`src/rtl/hse_pkg.sv`:
```
package hse_pkg;

    // Store geometry.
    localparam int CAPACITY = 64;
    localparam int IDX_W    = $clog2(CAPACITY);
    localparam int CNT_W    = IDX_W + 1;
    localparam int DATA_W   = 32;

    // Operations that the controller asks of the datapath.
    typedef enum logic [3:0] {
        DP_NOP,
        DP_LOAD,
        DP_FETCH,
        DP_START_BUILD,
        DP_START_SORT,
        DP_SIFT_RD,
        DP_SIFT_WR,
        DP_EMIT_RD,
        DP_EMIT_LD
    } dp_op_t;

    // Command bundle from controller to datapath.
    typedef struct packed {
        dp_op_t           op;
        logic [IDX_W-1:0] addr_a;
        logic [IDX_W-1:0] addr_b;
        logic [CNT_W-1:0] size;
        logic             last_out;
        logic             dropped;
    } dp_cmd_t;

    // Status bundle from datapath to controller.
    typedef struct packed {
        logic sift_done;
        logic out_free;
    } dp_status_t;

endpackage

```
`src/rtl/hse_if.sv`:
```
// Input channel: one value to be sorted per word.
interface hse_in_if;
    import hse_pkg::*;

    logic                     valid;
    logic                     ready;
    logic signed [DATA_W-1:0] value;
    logic                     last;

    modport source (output valid, output value, output last, input ready);
    modport sink (input valid, input value, input last, output ready);
endinterface

// Output channel: one sorted value per word.
interface hse_out_if;
    import hse_pkg::*;

    logic                     valid;
    logic                     ready;
    logic signed [DATA_W-1:0] sorted_value;
    logic                     last_out;
    logic                     dropped;

    modport source (output valid, output sorted_value, output last_out, output dropped,
                    input ready);
    modport sink (input valid, input sorted_value, input last_out, input dropped,
                  output ready);
endinterface

```
`src/rtl/hse_datapath.sv`:
```
module hse_datapath
    import hse_pkg::*;
(
    input  logic                     clk,
    input  logic                     rst_n,
    input  dp_cmd_t                  cmd,
    input  logic signed [DATA_W-1:0] in_value,
    output dp_status_t               status,
    output logic                     out_valid,
    input  logic                     out_ready,
    output logic signed [DATA_W-1:0] sorted_value,
    output logic                     last_out,
    output logic                     dropped
);

    logic signed [DATA_W-1:0] heap_mem [CAPACITY];

    logic signed [DATA_W-1:0] rd_a_reg;
    logic signed [DATA_W-1:0] rd_b_reg;
    logic signed [DATA_W-1:0] val_reg;
    logic signed [DATA_W-1:0] val_next;
    logic [IDX_W-1:0]         node_reg;
    logic [IDX_W-1:0]         node_next;

    logic                     out_valid_reg;
    logic                     out_valid_next;
    logic signed [DATA_W-1:0] out_value_reg;
    logic                     out_last_reg;
    logic                     out_dropped_reg;

    logic                     wr_en;
    logic [IDX_W-1:0]         wr_addr;
    logic signed [DATA_W-1:0] wr_data;
    logic                     rd_en;
    logic [IDX_W-1:0]         rd_addr_a;
    logic [IDX_W-1:0]         rd_addr_b;

    logic [IDX_W:0]           left_idx;
    logic [IDX_W+1:0]         right_idx;
    logic                     left_ok;
    logic                     right_ok;
    logic                     take_l;
    logic                     take_r;
    logic                     out_free;

    // Child positions of the node being sifted, and whether they lie in the heap.
    assign left_idx  = {node_reg, 1'b1};
    assign right_idx = {1'b0, left_idx} + (IDX_W+2)'(1);
    assign left_ok   = left_idx < cmd.size;
    assign right_ok  = right_idx < {1'b0, cmd.size};

    // A child moves up only when strictly larger than the value being sifted.
    assign take_l = left_ok && (rd_a_reg > val_reg);
    assign take_r = right_ok && (rd_b_reg > (take_l ? rd_a_reg : val_reg));

    assign out_free         = !out_valid_reg || out_ready;
    assign status.sift_done = !(take_l || take_r);
    assign status.out_free  = out_free;

    // Memory port selection and sift registers.
    always_comb
    begin
        wr_en     = 1'b0;
        wr_addr   = cmd.addr_a;
        wr_data   = in_value;
        rd_en     = 1'b0;
        rd_addr_a = cmd.addr_a;
        rd_addr_b = cmd.addr_b;
        val_next  = val_reg;
        node_next = node_reg;
        unique case (cmd.op)
            DP_LOAD:
            begin
                wr_en = 1'b1;
            end
            DP_FETCH, DP_EMIT_RD:
            begin
                rd_en = 1'b1;
            end
            DP_START_BUILD:
            begin
                val_next  = rd_a_reg;
                node_next = cmd.addr_a;
            end
            DP_START_SORT:
            begin
                // Old root goes to the end of the heap; the end value sifts from the root.
                wr_en     = 1'b1;
                wr_addr   = cmd.addr_b;
                wr_data   = rd_a_reg;
                val_next  = rd_b_reg;
                node_next = '0;
            end
            DP_SIFT_RD:
            begin
                rd_en     = 1'b1;
                rd_addr_a = left_idx[IDX_W-1:0];
                rd_addr_b = right_idx[IDX_W-1:0];
            end
            DP_SIFT_WR:
            begin
                wr_en   = 1'b1;
                wr_addr = node_reg;
                if (take_r)
                begin
                    wr_data   = rd_b_reg;
                    node_next = right_idx[IDX_W-1:0];
                end
                else if (take_l)
                begin
                    wr_data   = rd_a_reg;
                    node_next = left_idx[IDX_W-1:0];
                end
                else
                begin
                    wr_data = val_reg;
                end
            end
            default:
            begin
            end
        endcase
    end

    // Heap store with registered read data.
    always_ff @(posedge clk)
    begin
        if (wr_en)
        begin
            heap_mem[wr_addr] <= wr_data;
        end
        if (rd_en)
        begin
            rd_a_reg <= heap_mem[rd_addr_a];
            rd_b_reg <= heap_mem[rd_addr_b];
        end
    end

    // Sift value and position.
    always_ff @(posedge clk)
    begin
        val_reg  <= val_next;
        node_reg <= node_next;
    end

    // Output register holds a word until the receiver takes it.
    always_comb
    begin
        out_valid_next = out_valid_reg && !out_ready;
        if (cmd.op == DP_EMIT_LD)
        begin
            out_valid_next = 1'b1;
        end
    end

    always_ff @(posedge clk or negedge rst_n)
    begin
        if (!rst_n)
        begin
            out_valid_reg <= 1'b0;
        end
        else
        begin
            out_valid_reg <= out_valid_next;
        end
    end

    always_ff @(posedge clk)
    begin
        if (cmd.op == DP_EMIT_LD)
        begin
            out_value_reg   <= rd_a_reg;
            out_last_reg    <= cmd.last_out;
            out_dropped_reg <= cmd.dropped;
        end
    end

    assign out_valid    = out_valid_reg;
    assign sorted_value = out_value_reg;
    assign last_out     = out_last_reg;
    assign dropped      = out_dropped_reg;

endmodule

```
`src/rtl/hse_controller.sv`:
```
module hse_controller
    import hse_pkg::*;
(
    input  logic       clk,
    input  logic       rst_n,
    input  logic       in_valid,
    input  logic       in_last,
    output logic       in_ready,
    input  dp_status_t status,
    output dp_cmd_t    cmd
);

    typedef enum logic [8:0] {
        ST_IDLE      = 9'b000000001,
        ST_BLD_FETCH = 9'b000000010,
        ST_BLD_START = 9'b000000100,
        ST_SIFT_RD   = 9'b000001000,
        ST_SIFT_WR   = 9'b000010000,
        ST_SRT_FETCH = 9'b000100000,
        ST_SRT_START = 9'b001000000,
        ST_EMIT_RD   = 9'b010000000,
        ST_EMIT_LD   = 9'b100000000
    } state_t;

    state_t           state_reg;
    state_t           state_next;
    logic [CNT_W-1:0] count_reg;
    logic [CNT_W-1:0] count_next;
    logic             overflow_reg;
    logic             overflow_next;
    logic [CNT_W-1:0] n_reg;
    logic [CNT_W-1:0] n_next;
    logic [CNT_W-1:0] end_reg;
    logic [CNT_W-1:0] end_next;
    logic [IDX_W-1:0] build_reg;
    logic [IDX_W-1:0] build_next;
    logic [IDX_W-1:0] emit_reg;
    logic [IDX_W-1:0] emit_next;
    logic             phase_reg;
    logic             phase_next;

    // Sequencing of load, heap build, sort-down and emit.
    always_comb
    begin
        logic [CNT_W-1:0] n_val;
        logic             emit_last;

        state_next    = state_reg;
        count_next    = count_reg;
        overflow_next = overflow_reg;
        n_next        = n_reg;
        end_next      = end_reg;
        build_next    = build_reg;
        emit_next     = emit_reg;
        phase_next    = phase_reg;
        in_ready      = 1'b0;
        n_val         = count_reg;
        emit_last     = ({1'b0, emit_reg} + CNT_W'(1)) == n_reg;

        cmd          = '0;
        cmd.op       = DP_NOP;
        cmd.size     = phase_reg ? end_reg : n_reg;
        cmd.dropped  = overflow_reg;
        cmd.last_out = emit_last;

        unique case (state_reg)
            ST_IDLE:
            begin
                in_ready = 1'b1;
                if (in_valid)
                begin
                    if (count_reg < CNT_W'(CAPACITY))
                    begin
                        cmd.op     = DP_LOAD;
                        cmd.addr_a = count_reg[IDX_W-1:0];
                        count_next = count_reg + CNT_W'(1);
                        n_val      = count_reg + CNT_W'(1);
                    end
                    else
                    begin
                        overflow_next = 1'b1;
                    end
                    if (in_last)
                    begin
                        n_next = n_val;
                        if (n_val >= CNT_W'(2))
                        begin
                            build_next = IDX_W'(n_val >> 1) - IDX_W'(1);
                            phase_next = 1'b0;
                            state_next = ST_BLD_FETCH;
                        end
                        else
                        begin
                            emit_next  = '0;
                            state_next = ST_EMIT_RD;
                        end
                    end
                end
            end
            ST_BLD_FETCH:
            begin
                cmd.op     = DP_FETCH;
                cmd.addr_a = build_reg;
                state_next = ST_BLD_START;
            end
            ST_BLD_START:
            begin
                cmd.op     = DP_START_BUILD;
                cmd.addr_a = build_reg;
                state_next = ST_SIFT_RD;
            end
            ST_SIFT_RD:
            begin
                cmd.op     = DP_SIFT_RD;
                state_next = ST_SIFT_WR;
            end
            ST_SIFT_WR:
            begin
                cmd.op = DP_SIFT_WR;
                if (!status.sift_done)
                begin
                    state_next = ST_SIFT_RD;
                end
                else if (!phase_reg)
                begin
                    if (build_reg == '0)
                    begin
                        phase_next = 1'b1;
                        end_next   = n_reg;
                        state_next = ST_SRT_FETCH;
                    end
                    else
                    begin
                        build_next = build_reg - IDX_W'(1);
                        state_next = ST_BLD_FETCH;
                    end
                end
                else if (end_reg > CNT_W'(1))
                begin
                    state_next = ST_SRT_FETCH;
                end
                else
                begin
                    emit_next  = '0;
                    state_next = ST_EMIT_RD;
                end
            end
            ST_SRT_FETCH:
            begin
                cmd.op     = DP_FETCH;
                cmd.addr_a = '0;
                cmd.addr_b = IDX_W'(end_reg - CNT_W'(1));
                state_next = ST_SRT_START;
            end
            ST_SRT_START:
            begin
                cmd.op     = DP_START_SORT;
                cmd.addr_b = IDX_W'(end_reg - CNT_W'(1));
                end_next   = end_reg - CNT_W'(1);
                state_next = ST_SIFT_RD;
            end
            ST_EMIT_RD:
            begin
                cmd.op     = DP_EMIT_RD;
                cmd.addr_a = emit_reg;
                state_next = ST_EMIT_LD;
            end
            ST_EMIT_LD:
            begin
                if (status.out_free)
                begin
                    cmd.op = DP_EMIT_LD;
                    if (emit_last)
                    begin
                        count_next    = '0;
                        overflow_next = 1'b0;
                        state_next    = ST_IDLE;
                    end
                    else
                    begin
                        emit_next  = emit_reg + IDX_W'(1);
                        state_next = ST_EMIT_RD;
                    end
                end
            end
            default:
            begin
                state_next = ST_IDLE;
            end
        endcase
    end

    // Control registers.
    always_ff @(posedge clk or negedge rst_n)
    begin
        if (!rst_n)
        begin
            state_reg    <= ST_IDLE;
            count_reg    <= '0;
            overflow_reg <= 1'b0;
            phase_reg    <= 1'b0;
        end
        else
        begin
            state_reg    <= state_next;
            count_reg    <= count_next;
            overflow_reg <= overflow_next;
            phase_reg    <= phase_next;
        end
    end

    // Loop indices, set before use in every pass.
    always_ff @(posedge clk)
    begin
        n_reg     <= n_next;
        end_reg   <= end_next;
        build_reg <= build_next;
        emit_reg  <= emit_next;
    end

endmodule

```
`src/rtl/heap_sort_engine.sv`:
```
// Heap sort engine for one set of signed 32-bit values at a time.
// in_ch carries one value per word; the word with last set closes the set.
// Up to 64 values are stored; further words of the set are discarded and
// every result word of that set then has dropped set.
// Input words are taken at one per cycle while the set loads. After the last
// word, in_ch.ready stays low while the block builds a max-heap and sorts it
// down in place, then sends the set on out_ch in ascending order, last_out
// set on the final word.
// One sift unit does all the work. A sift pass has a setup of fetch and start,
// then for each heap level visited a store read, then compare and write back, and
// visits one level more than it moves the value down. For n values there are
// n/2 build passes and n-1 sort passes. Each result word is read from the store
// and then loaded into the output register.
// in_ch.ready returns once the final result word sits in the output register.
// If the receiver stalls, the output register holds its word and the engine
// waits; no word is lost.
// After reset the store count and drop flag are clear and the block is ready.
module heap_sort_engine
    import hse_pkg::*;
(
    input  logic      clk,
    input  logic      rst_n,
    hse_in_if.sink    in_ch,
    hse_out_if.source out_ch
);

    dp_cmd_t    cmd;
    dp_status_t status;

    // Sequencer.
    hse_controller u_controller (
        .clk      (clk),
        .rst_n    (rst_n),
        .in_valid (in_ch.valid),
        .in_last  (in_ch.last),
        .in_ready (in_ch.ready),
        .status   (status),
        .cmd      (cmd)
    );

    // Heap store, sift unit and output register.
    hse_datapath u_datapath (
        .clk          (clk),
        .rst_n        (rst_n),
        .cmd          (cmd),
        .in_value     (in_ch.value),
        .status       (status),
        .out_valid    (out_ch.valid),
        .out_ready    (out_ch.ready),
        .sorted_value (out_ch.sorted_value),
        .last_out     (out_ch.last_out),
        .dropped      (out_ch.dropped)
    );

endmodule

```
`src/flat_wrapper.sv`:
```
// flat-port wrapper written by rule: the top's interface ports become plain ports
module heap_sort_engine_flat import hse_pkg::*;
  (clk, rst_n, in_ch_valid, in_ch_value, in_ch_last, in_ch_ready, out_ch_valid, out_ch_sorted_value, out_ch_last_out, out_ch_dropped, out_ch_ready);
  hse_in_if in_ch_i ();
  hse_out_if out_ch_i ();
  input  logic clk;
  input  logic rst_n;
  input wire logic [$bits(in_ch_i.valid)-1:0] in_ch_valid;
  input wire logic [$bits(in_ch_i.value)-1:0] in_ch_value;
  input wire logic [$bits(in_ch_i.last)-1:0] in_ch_last;
  output wire logic [$bits(in_ch_i.ready)-1:0] in_ch_ready;
  output wire logic [$bits(out_ch_i.valid)-1:0] out_ch_valid;
  output wire logic [$bits(out_ch_i.sorted_value)-1:0] out_ch_sorted_value;
  output wire logic [$bits(out_ch_i.last_out)-1:0] out_ch_last_out;
  output wire logic [$bits(out_ch_i.dropped)-1:0] out_ch_dropped;
  input wire logic [$bits(out_ch_i.ready)-1:0] out_ch_ready;
  assign in_ch_i.valid = in_ch_valid;
  assign in_ch_i.value = in_ch_value;
  assign in_ch_i.last = in_ch_last;
  assign in_ch_ready = in_ch_i.ready;
  assign out_ch_valid = out_ch_i.valid;
  assign out_ch_sorted_value = out_ch_i.sorted_value;
  assign out_ch_last_out = out_ch_i.last_out;
  assign out_ch_dropped = out_ch_i.dropped;
  assign out_ch_i.ready = out_ch_ready;
  heap_sort_engine u_core (.clk(clk), .rst_n(rst_n), .in_ch(in_ch_i), .out_ch(out_ch_i));
endmodule
```
`config.mk`:
```
export PLATFORM = sky130hd
export DESIGN_NAME = heap_sort_engine_flat
export DESIGN_NICKNAME = d
export VERILOG_FILES = /design/src/rtl/hse_pkg.sv /design/src/rtl/hse_if.sv /design/src/rtl/hse_datapath.sv /design/src/rtl/hse_controller.sv /design/src/rtl/heap_sort_engine.sv /design/src/flat_wrapper.sv
export SDC_FILE = /design/constraint.sdc
export NUM_CORES = 2
export LEC_CHECK = 0
export BUFFER_PORTS_ARGS = -buffer_cell sky130_fd_sc_hd__buf_2
export CAP_MARGIN = 20
export CELL_PAD_IN_SITES_DETAIL_PLACEMENT = 2
export CELL_PAD_IN_SITES_GLOBAL_PLACEMENT = 2
export CORE_MARGIN = 1
export CORE_UTILIZATION = 46
export DETAILED_ROUTE_END_ITERATION = 12
export PLACE_DENSITY_LB_ADDON = 0.1
export SETUP_SLACK_MARGIN = 0.2
export SYNTH_ARGS = -nofsm -noshare
export SYNTH_HDL_FRONTEND = slang
export SYNTH_SLANG_ARGS = --single-unit
```
`constraint.sdc`:
```
create_clock -name clk -period 10.7 [get_ports clk]
set_input_delay 2.14 -clock clk [delete_from_list [all_inputs] [get_ports clk]]
set_output_delay 2.14 -clock clk [all_outputs]
set_load 0.03 [all_outputs]
```
== After elaboration in Yosys (flattened, before gate mapping) ==
Memory sizes are Yosys's and may differ from the RTL's. A register that Yosys moved wholly into a read port is not among the register bits.
Index checks and enable logic that the tools add are counted.

* Flip-flop bits (word level): 117
* Memory bits (writable): 2048
* Input bits: 37
* Word-level logic and storage cells: 162
* Memories: 1

* $add $sub $neg: 7
* Magnitude comparators: 7
* Equality and inequality tests: 33
* Muxes and demuxes: 71
* Reductions and logical operators: 29

{| class="wikitable"
|+ Memories
! memory !! words !! bits a word !! rd ports !! clocked after Yosys merged registers in !! wr ports !! line !! text
|-
| u_core.u_datapath.heap_mem || 64 || 32 || 2 || 2 || 1 || hse_datapath.sv:16 || <nowiki>logic signed [DATA_W-1:0] heap_mem [CAPACITY];</nowiki>
|}

{| class="wikitable"
|+ Operators by type and width
! operator !! number
|-
| one-hot mux 32 bit (2 select lines) || 2
|-
| 2-to-1 mux 6 bit || 20
|-
| 2-to-1 mux 7 bit || 11
|-
| one-hot mux 9 bit (8 select lines) || 1
|-
| > comparator 32 bit || 2
|-
| 2-to-1 mux 32 bit || 2
|-
| one-hot mux 6 bit (3 select lines) || 3
|-
| 2-to-1 mux 9 bit || 5
|-
| one-hot mux 4 bit (8 select lines) || 1
|-
| inequality test 2 bit, second input constant || 14
|-
| one-hot mux 7 bit (2 select lines) || 2
|-
| 2-to-1 mux 8 bit || 3
|-
| one-hot mux 6 bit (2 select lines) || 2
|-
| equality test 4 x 3 -> 1 bit, second input constant || 4
|-
| 2-to-1 mux 1 bit || 16
|-
| subtractor 6 x 1 -> 6 bit, second input constant || 2
|-
| AND reduction 5 bit || 2
|-
| equality test 9 x 1 -> 1 bit, second input constant || 1
|-
| equality test 9 x 2 -> 1 bit, second input constant || 1
|-
| equality test 9 x 3 -> 1 bit, second input constant || 1
|-
| equality test 9 x 4 -> 1 bit, second input constant || 1
|-
| equality test 9 x 5 -> 1 bit, second input constant || 1
|-
| equality test 9 x 6 -> 1 bit, second input constant || 1
|-
| equality test 9 x 7 -> 1 bit, second input constant || 1
|-
| 32 further kinds || 48
|}

== Logic depth before layout (Yosys ltp) ==
* Word-level depth: 9
* Mapped depth: 25
* Gate-level depth less buffers: 21

== Modules after synthesis ==
A second synthesis with hierarchy kept.

* Cells, all modules: 5788
* Area, all modules: 106878.8 µm²

{| class="wikitable"
|+ Modules (own cells, without submodules)
! module !! instances !! cells each !! area each (µm²) !! sequential area each (µm²)
|-
| hse_datapath || 1 || 5464 || 103888.4 || 65607.9
|-
| hse_controller || 1 || 324 || 2990.4 || 1232.4
|}

== Worst setup path before layout ==
No wires, ideal clock.

* Path kind: register -> register
* From: register u_core.u_controller.phase_reg
* To: memory u_core.u_datapath.heap_mem[0][10] (data pin)
* Library setup time: 0.702 ns
* Data arrival time: 7.824 ns
* Required time: 9.998 ns
* Path slack: 2.174 ns
* Cell stages (with the launch flop): 22
* Buffers on the path: 4
* Period minus slack after synthesis: 8.526 ns
* Path through: dfrtp_1 -> buf_1 -> mux2i_1 -> ha_1 -> a21o_1 -> a21oi_1 -> o21ai_0 -> a221oi_1 -> o211a_1 -> clkbuf_1 -> buf_1 -> mux2i_1 -> ha_1 -> a21o_1 -> a21o_1 -> a21oi_1 -> nor3_1 -> o31a_1 -> o41ai_1 -> o21ai_0 -> clkbuf_1 -> o21ai_0

* Word-level cells in the longest chain between the ends: 8
* Elaborated cells on any way between the ends: 9

{| class="wikitable"
|+ RTL lines
! item !! line !! text
|-
| start: declaration || hse_controller.sv:39 || <nowiki>logic phase_reg;</nowiki>
|-
| start signal: assignment || hse_controller.sv:208 || <nowiki>phase_reg <= phase_next;</nowiki>
|-
| 2-to-1 mux 7 bit * || hse_controller.sv:62 || <nowiki>cmd.size = phase_reg ? end_reg : n_reg;</nowiki>
|-
| < comparator 7 bit || hse_datapath.sv:49 || <nowiki>assign left_ok = left_idx < cmd.size;</nowiki>
|-
| logical AND 1 bit || hse_datapath.sv:53 || <nowiki>assign take_l = left_ok && (rd_a_reg > val_reg);</nowiki>
|-
| 2-to-1 mux 32 bit || hse_datapath.sv:54, hse_datapath.sv:109 ||
|-
| > comparator 32 bit || hse_datapath.sv:54 || <nowiki>assign take_r = right_ok && (rd_b_reg > (take_l ? rd_a_reg : val_reg));</nowiki>
|-
| logical AND 1 bit || hse_datapath.sv:54 ||
|-
| 2-to-1 mux 32 bit * || hse_datapath.sv:104 || <nowiki>if (take_r)</nowiki>
|-
| one-hot mux 32 bit (2 select lines) * || hse_datapath.sv:71 || <nowiki>unique case (cmd.op)</nowiki>
|-
| named net u_core.u_datapath.wr_data[10] || hse_datapath.sv:33 || <nowiki>logic signed [DATA_W-1:0] wr_data;</nowiki>
|-
| end: declaration || hse_datapath.sv:16 ||
|}

The timed path passes the listed nets; every way through them passes the cells marked *.

== Final worst setup path ==
* From: register u_core.u_controller.phase_reg
* To: memory u_core.u_datapath.heap_mem[62][30] (data pin)

The elaborated chain is that of the path after synthesis.

==> impl_metrics.yaml <==
power:
  cellInternalPower_mw: 16.4
  pwr-share-comb_pct: 28.3
  clockPowerShare_pct: 32.8
  irDropWorstVdd_mv: 0.202
  power.leakage_nw: 39.7
  power_density_nw_per_um2: 219
  switching_share_pct: 36.9
  seq_power_share_pct: 39.0
  power.switching_mw: 9.60
  final_total_pwr_mw: 26.0
detailed_routing:
  vias_per_cell: 7.51
  post_drt_wl_per_cell_um: 45.8
  drt_pre_antenna_iters: 9
  routed-via-count: 86800
  final_antenna_net_count: 0
  route.final.wire_length_um: 529000
  drt_iter0_markers: 15100
  drc_errors: 0
floorplanning:
  start_util_pct: 46.4
  fp.dieW_um: 482
  io_pins: 73
  placement_rows: 175
  die_y_um: 482
  core-area_um2: 228000
  fp.dieArea_um2: 233000
sta:
  grt_setup_unrepaired: "no"
  finClkSkew_ns: 0.0599
  hold_viol_final: 0
  slew-limit-headroom_pct: 3.78
  layout_setup_ws_ns: 1.72
  final_setup_violation_count: 0
  fmaxAchievable_ghz: 0.111
  final.min_clock_period_ns: 8.98
  fin_setup_tns_ns: 0
  worstMarginPinSlew_ns: 1.44
  finalMaxSlewViolations: 0
  fin_crit_sh_pct: 83.9
cells_and_area:
  drive_gt1_share_pct: 16.1
  largest_register_ff_count: 2048
  syn_to_final_growth_pct: 12.3
  nets_final: 8415
  register_with_the_most_flip_flops: "u_core.u_datapath.heap_mem"
critical_path:
  critical_path_depth: 20
  timing.critical_path.max_delay_family: "compound AO/OA/AOI/OAI gates"
  startpoint_type: "flop"
  critical_path.endpoint_type: "flop"
  worstPathArrival_ns: 9.60
  worst_path_max_delay_cell: "buf_4"
  worst_ep_required_time_ns: 11.33
  worstPathBufferInverterCount: 3
  rr_worst_depth: 20
  setup.worst_path.class: "reg -> reg"
  worstPathMaxFanout: 40
  worstPathCellList: "mux2i_1 -> ha_1 -> a21o_1 -> a21oi_1 -> o21ai_0 -> a221oi_1 -> o211a_2 -> buf_4 -> mux2i_1 -> ha_1 -> a21o_1 -> a21o_1 -> a21oi_1 -> o21ai_0 -> o31a_1 -> o41a_1 -> o21ai_4 -> buf_4 -> o21ai_4 -> buf_4"
  cpPeakStageDelay_ns: 0.81
grt:
  busiest_layer: "met2"
  maximum_number_of_pins_on_one_net_before_global_route_repair: 173
  use_met2_pct: 65.4
  first_global_vias: 86800
  use_met3_pct: 16.5
  grt_use_met1_pct: 56.3
  number_of_antenna_violations_at_the_first_check_in_global_routing: 71
  grt_pass1_wl_um: 718000
  gr-total-overflow: 0
  total_routing_resource_utilization_after_global_routing_pct: 45.1
synth:
  yosys_warnings: 0
  synthesis.instances: 8303
  synth_area_per_cell_um2: 12.8
  post-synth-top-area-cell: "edfxtp_1"
  syn_area_um2: 106000
  share_of_the_yosys_chip_area_belonging_to_registers_pct: 63.0
  yosys.cell_types.count: 75
  yosys_register_bits: 2229
  synth_nets: 8424
  synth_edf_count: 2210
  async_reset_ff_share_pct: 0.852
  synth_top_cells_by_area: "edfxtp_1 (63%), mux4_2 (11%), nand2_1 (7.5%), nand3_1 (5.3%), buf_2 (1.3%)"
  synth_top_area_share_pct: 62.6
  yosys_most_used_dff: "edfxtp_1"
clock_tree:
  post_cts.repair.setup_buffers: 0
  cts_inserted_buffers: 237
  postCtsResizedCells: 0
  hold_buf_cts: 0
  clock_tree.root_cell: "clkbuf_16"
  cts-root-to-sink-buffers: 3
  htree_num_levels: 4
  cts.sinks: 2229
  cts_tree: "built"
  clk-insertion-delay-late_ns: 0.93
  clock_pin_slew_on_the_worst_setup_and_hold_paths_ns: 0.06
min_path:
  hold_path_class: "reg -> reg"
  worstHoldPathCells: 0
placed_design:
  globalplace.congestion: 0.949
  place_worst_setup_slack_ns: 2.27
  dpl.hpwl_um: 304000
  place.port_buffers: 72
outcome:
  run_status: "complete, no violations"
flow_run:
  drv_cap: 0
==> through the flow <==
stage / util, % / hold slack (ns) / std cells / area (um2)
3_3_place_gp: 48.7 / 0.463 / 11100 / 111000
5_1_grt: 52.1 / 0.499 / 11500 / 119000
6_report: 52.2 / 0.490 / 11600 / 119000
2_1_floorplan: - / 0.441 / 8303 / 106000
3_5_place_dp: 48.7 / 0.475 / 11100 / 111000
4_1_cts: 52.1 / 0.491 / 11500 / 119000
==> power by group through the flow <==
stage,registers (mW),logic (mW),clock network (mW)
2_1_floorplan,10.2,4.01,0
3_3_place_gp,10.3,6.58,0
3_5_place_dp,10.3,6.93,0
4_1_cts,10.1,7.05,8.52
5_1_grt,10.1,7.53,8.81
6_report,10.1,7.36,8.54
==> cell usage after synthesis, drive strengths merged (6+ instances only) <==
library cell / n
a22oi: 130
xnor2: 18
o211ai: 11
inv: 59
mux4: 514
nor3b: 6
a32oi: 20
and2: 10
o221ai: 30
a32o: 12
clkbuf: 207
o21a: 9
edfxtp: 2210
ha: 84
nor4: 6
nand2: 2115
nand4: 98
xor2: 18
nor2: 267
buf: 403
o21ai: 144
or3: 8
mux2i: 41
a2111oi: 9
o22ai: 6
dfrtp: 18
a221oi: 68
and3: 107
a222oi: 33
a31oi: 88
nand2b: 7
a211oi: 14
or4: 15
a21oi: 185
nor3: 43
a21o: 27
nand3: 1113
nor2b: 8
a22o: 64
and4: 6
a311oi: 19
==> path summary, 6_finish.rpt <==
check	end	from	slack, ns
max in group asynchronous	u_core.u_controller.state_reg[0]	rst_n	9.17
worst min-delay path	u_core.u_datapath.dropped	u_core.u_controller.overflow_reg	0.49
worst min register to register	u_core.u_datapath.dropped	u_core.u_controller.overflow_reg	0.49
worst max register to register	u_core.u_datapath.heap_mem[62][30]	u_core.u_controller.phase_reg	1.72
worst max-delay path	u_core.u_datapath.heap_mem[62][30]	u_core.u_controller.phase_reg	1.72
min in group asynchronous	u_core.u_controller.count_reg[3]	rst_n	1.16
==> cell families (layout without fill, tap and decap cells) <==
kind of cell             count (synthesis)  count (layout)  share of synthesized area [%]
AND/OR/NAND/NOR                       3828            3828                           15.7
multiplexers                           556             556                           11.3
other                                    0              48                              0
flip-flops                            2229            2229                           63.0
AO/OA/AOI/OAI                          901             901                           5.91
adder cells (fa/ha/maj)                 84              84                          0.991
XOR/XNOR                                36              36                          0.297
buffers and inverters                  669             864                           2.77
==> placed cells by master (no fill, tap or decap), drive strengths merged, types with 10 or more instances in the layout <==
master,instances
mux2i,41
a22o,64
a211oi,14
a311oi,19
and2,10
clkbuf,276
a221oi,68
nor3,43
inv,67
a21oi,185
a222oi,33
nand3,1113
clkinv,124
o21ai,144
xnor2,18
a21o,27
dfrtp,18
diode,48
or4,15
bufinv,26
edfxtp,2210
a31oi,88
xor2,18
nand2,2115
o221ai,30
a22oi,130
ha,84
clkinvlp,10
buf,360
nand4,98
and3,107
a32oi,20
nor2,267
mux4,514
o211ai,11
a32o,12
==> per-layer routing <==
metal	part of all wire, %	up-vias
met5	0.086	-
met4	7.8	62
met3	14	2044
met2	43	7598
met1	35	45300
li1	-	31800
==> cell type report <==
class / instances / area (um2)
inverters: 59 / 221
clock buffers: 275 / 6120
repair buffers: 362 / 3010
well taps: 3009 / 3760
flip-flops and latches: 2229 / 66800
fillers: 21300 / 109000
diodes: 48 / 120
clock inverters: 168 / 1630
multi-input cells: 5405 / 37400
==> worst register-to-register path, delay by kind of cell, from the launching register on <==
kind / cells / cell delay (ns)
AO/OA/AOI/OAI: 13 / 4.74
adder cells (fa/ha/maj): 2 / 0.63
multiplexers: 2 / 0.80
flip-flops: 1 / 0.75
buffers and inverters: 3 / 1.77
(Power assumes the default switching activity.)
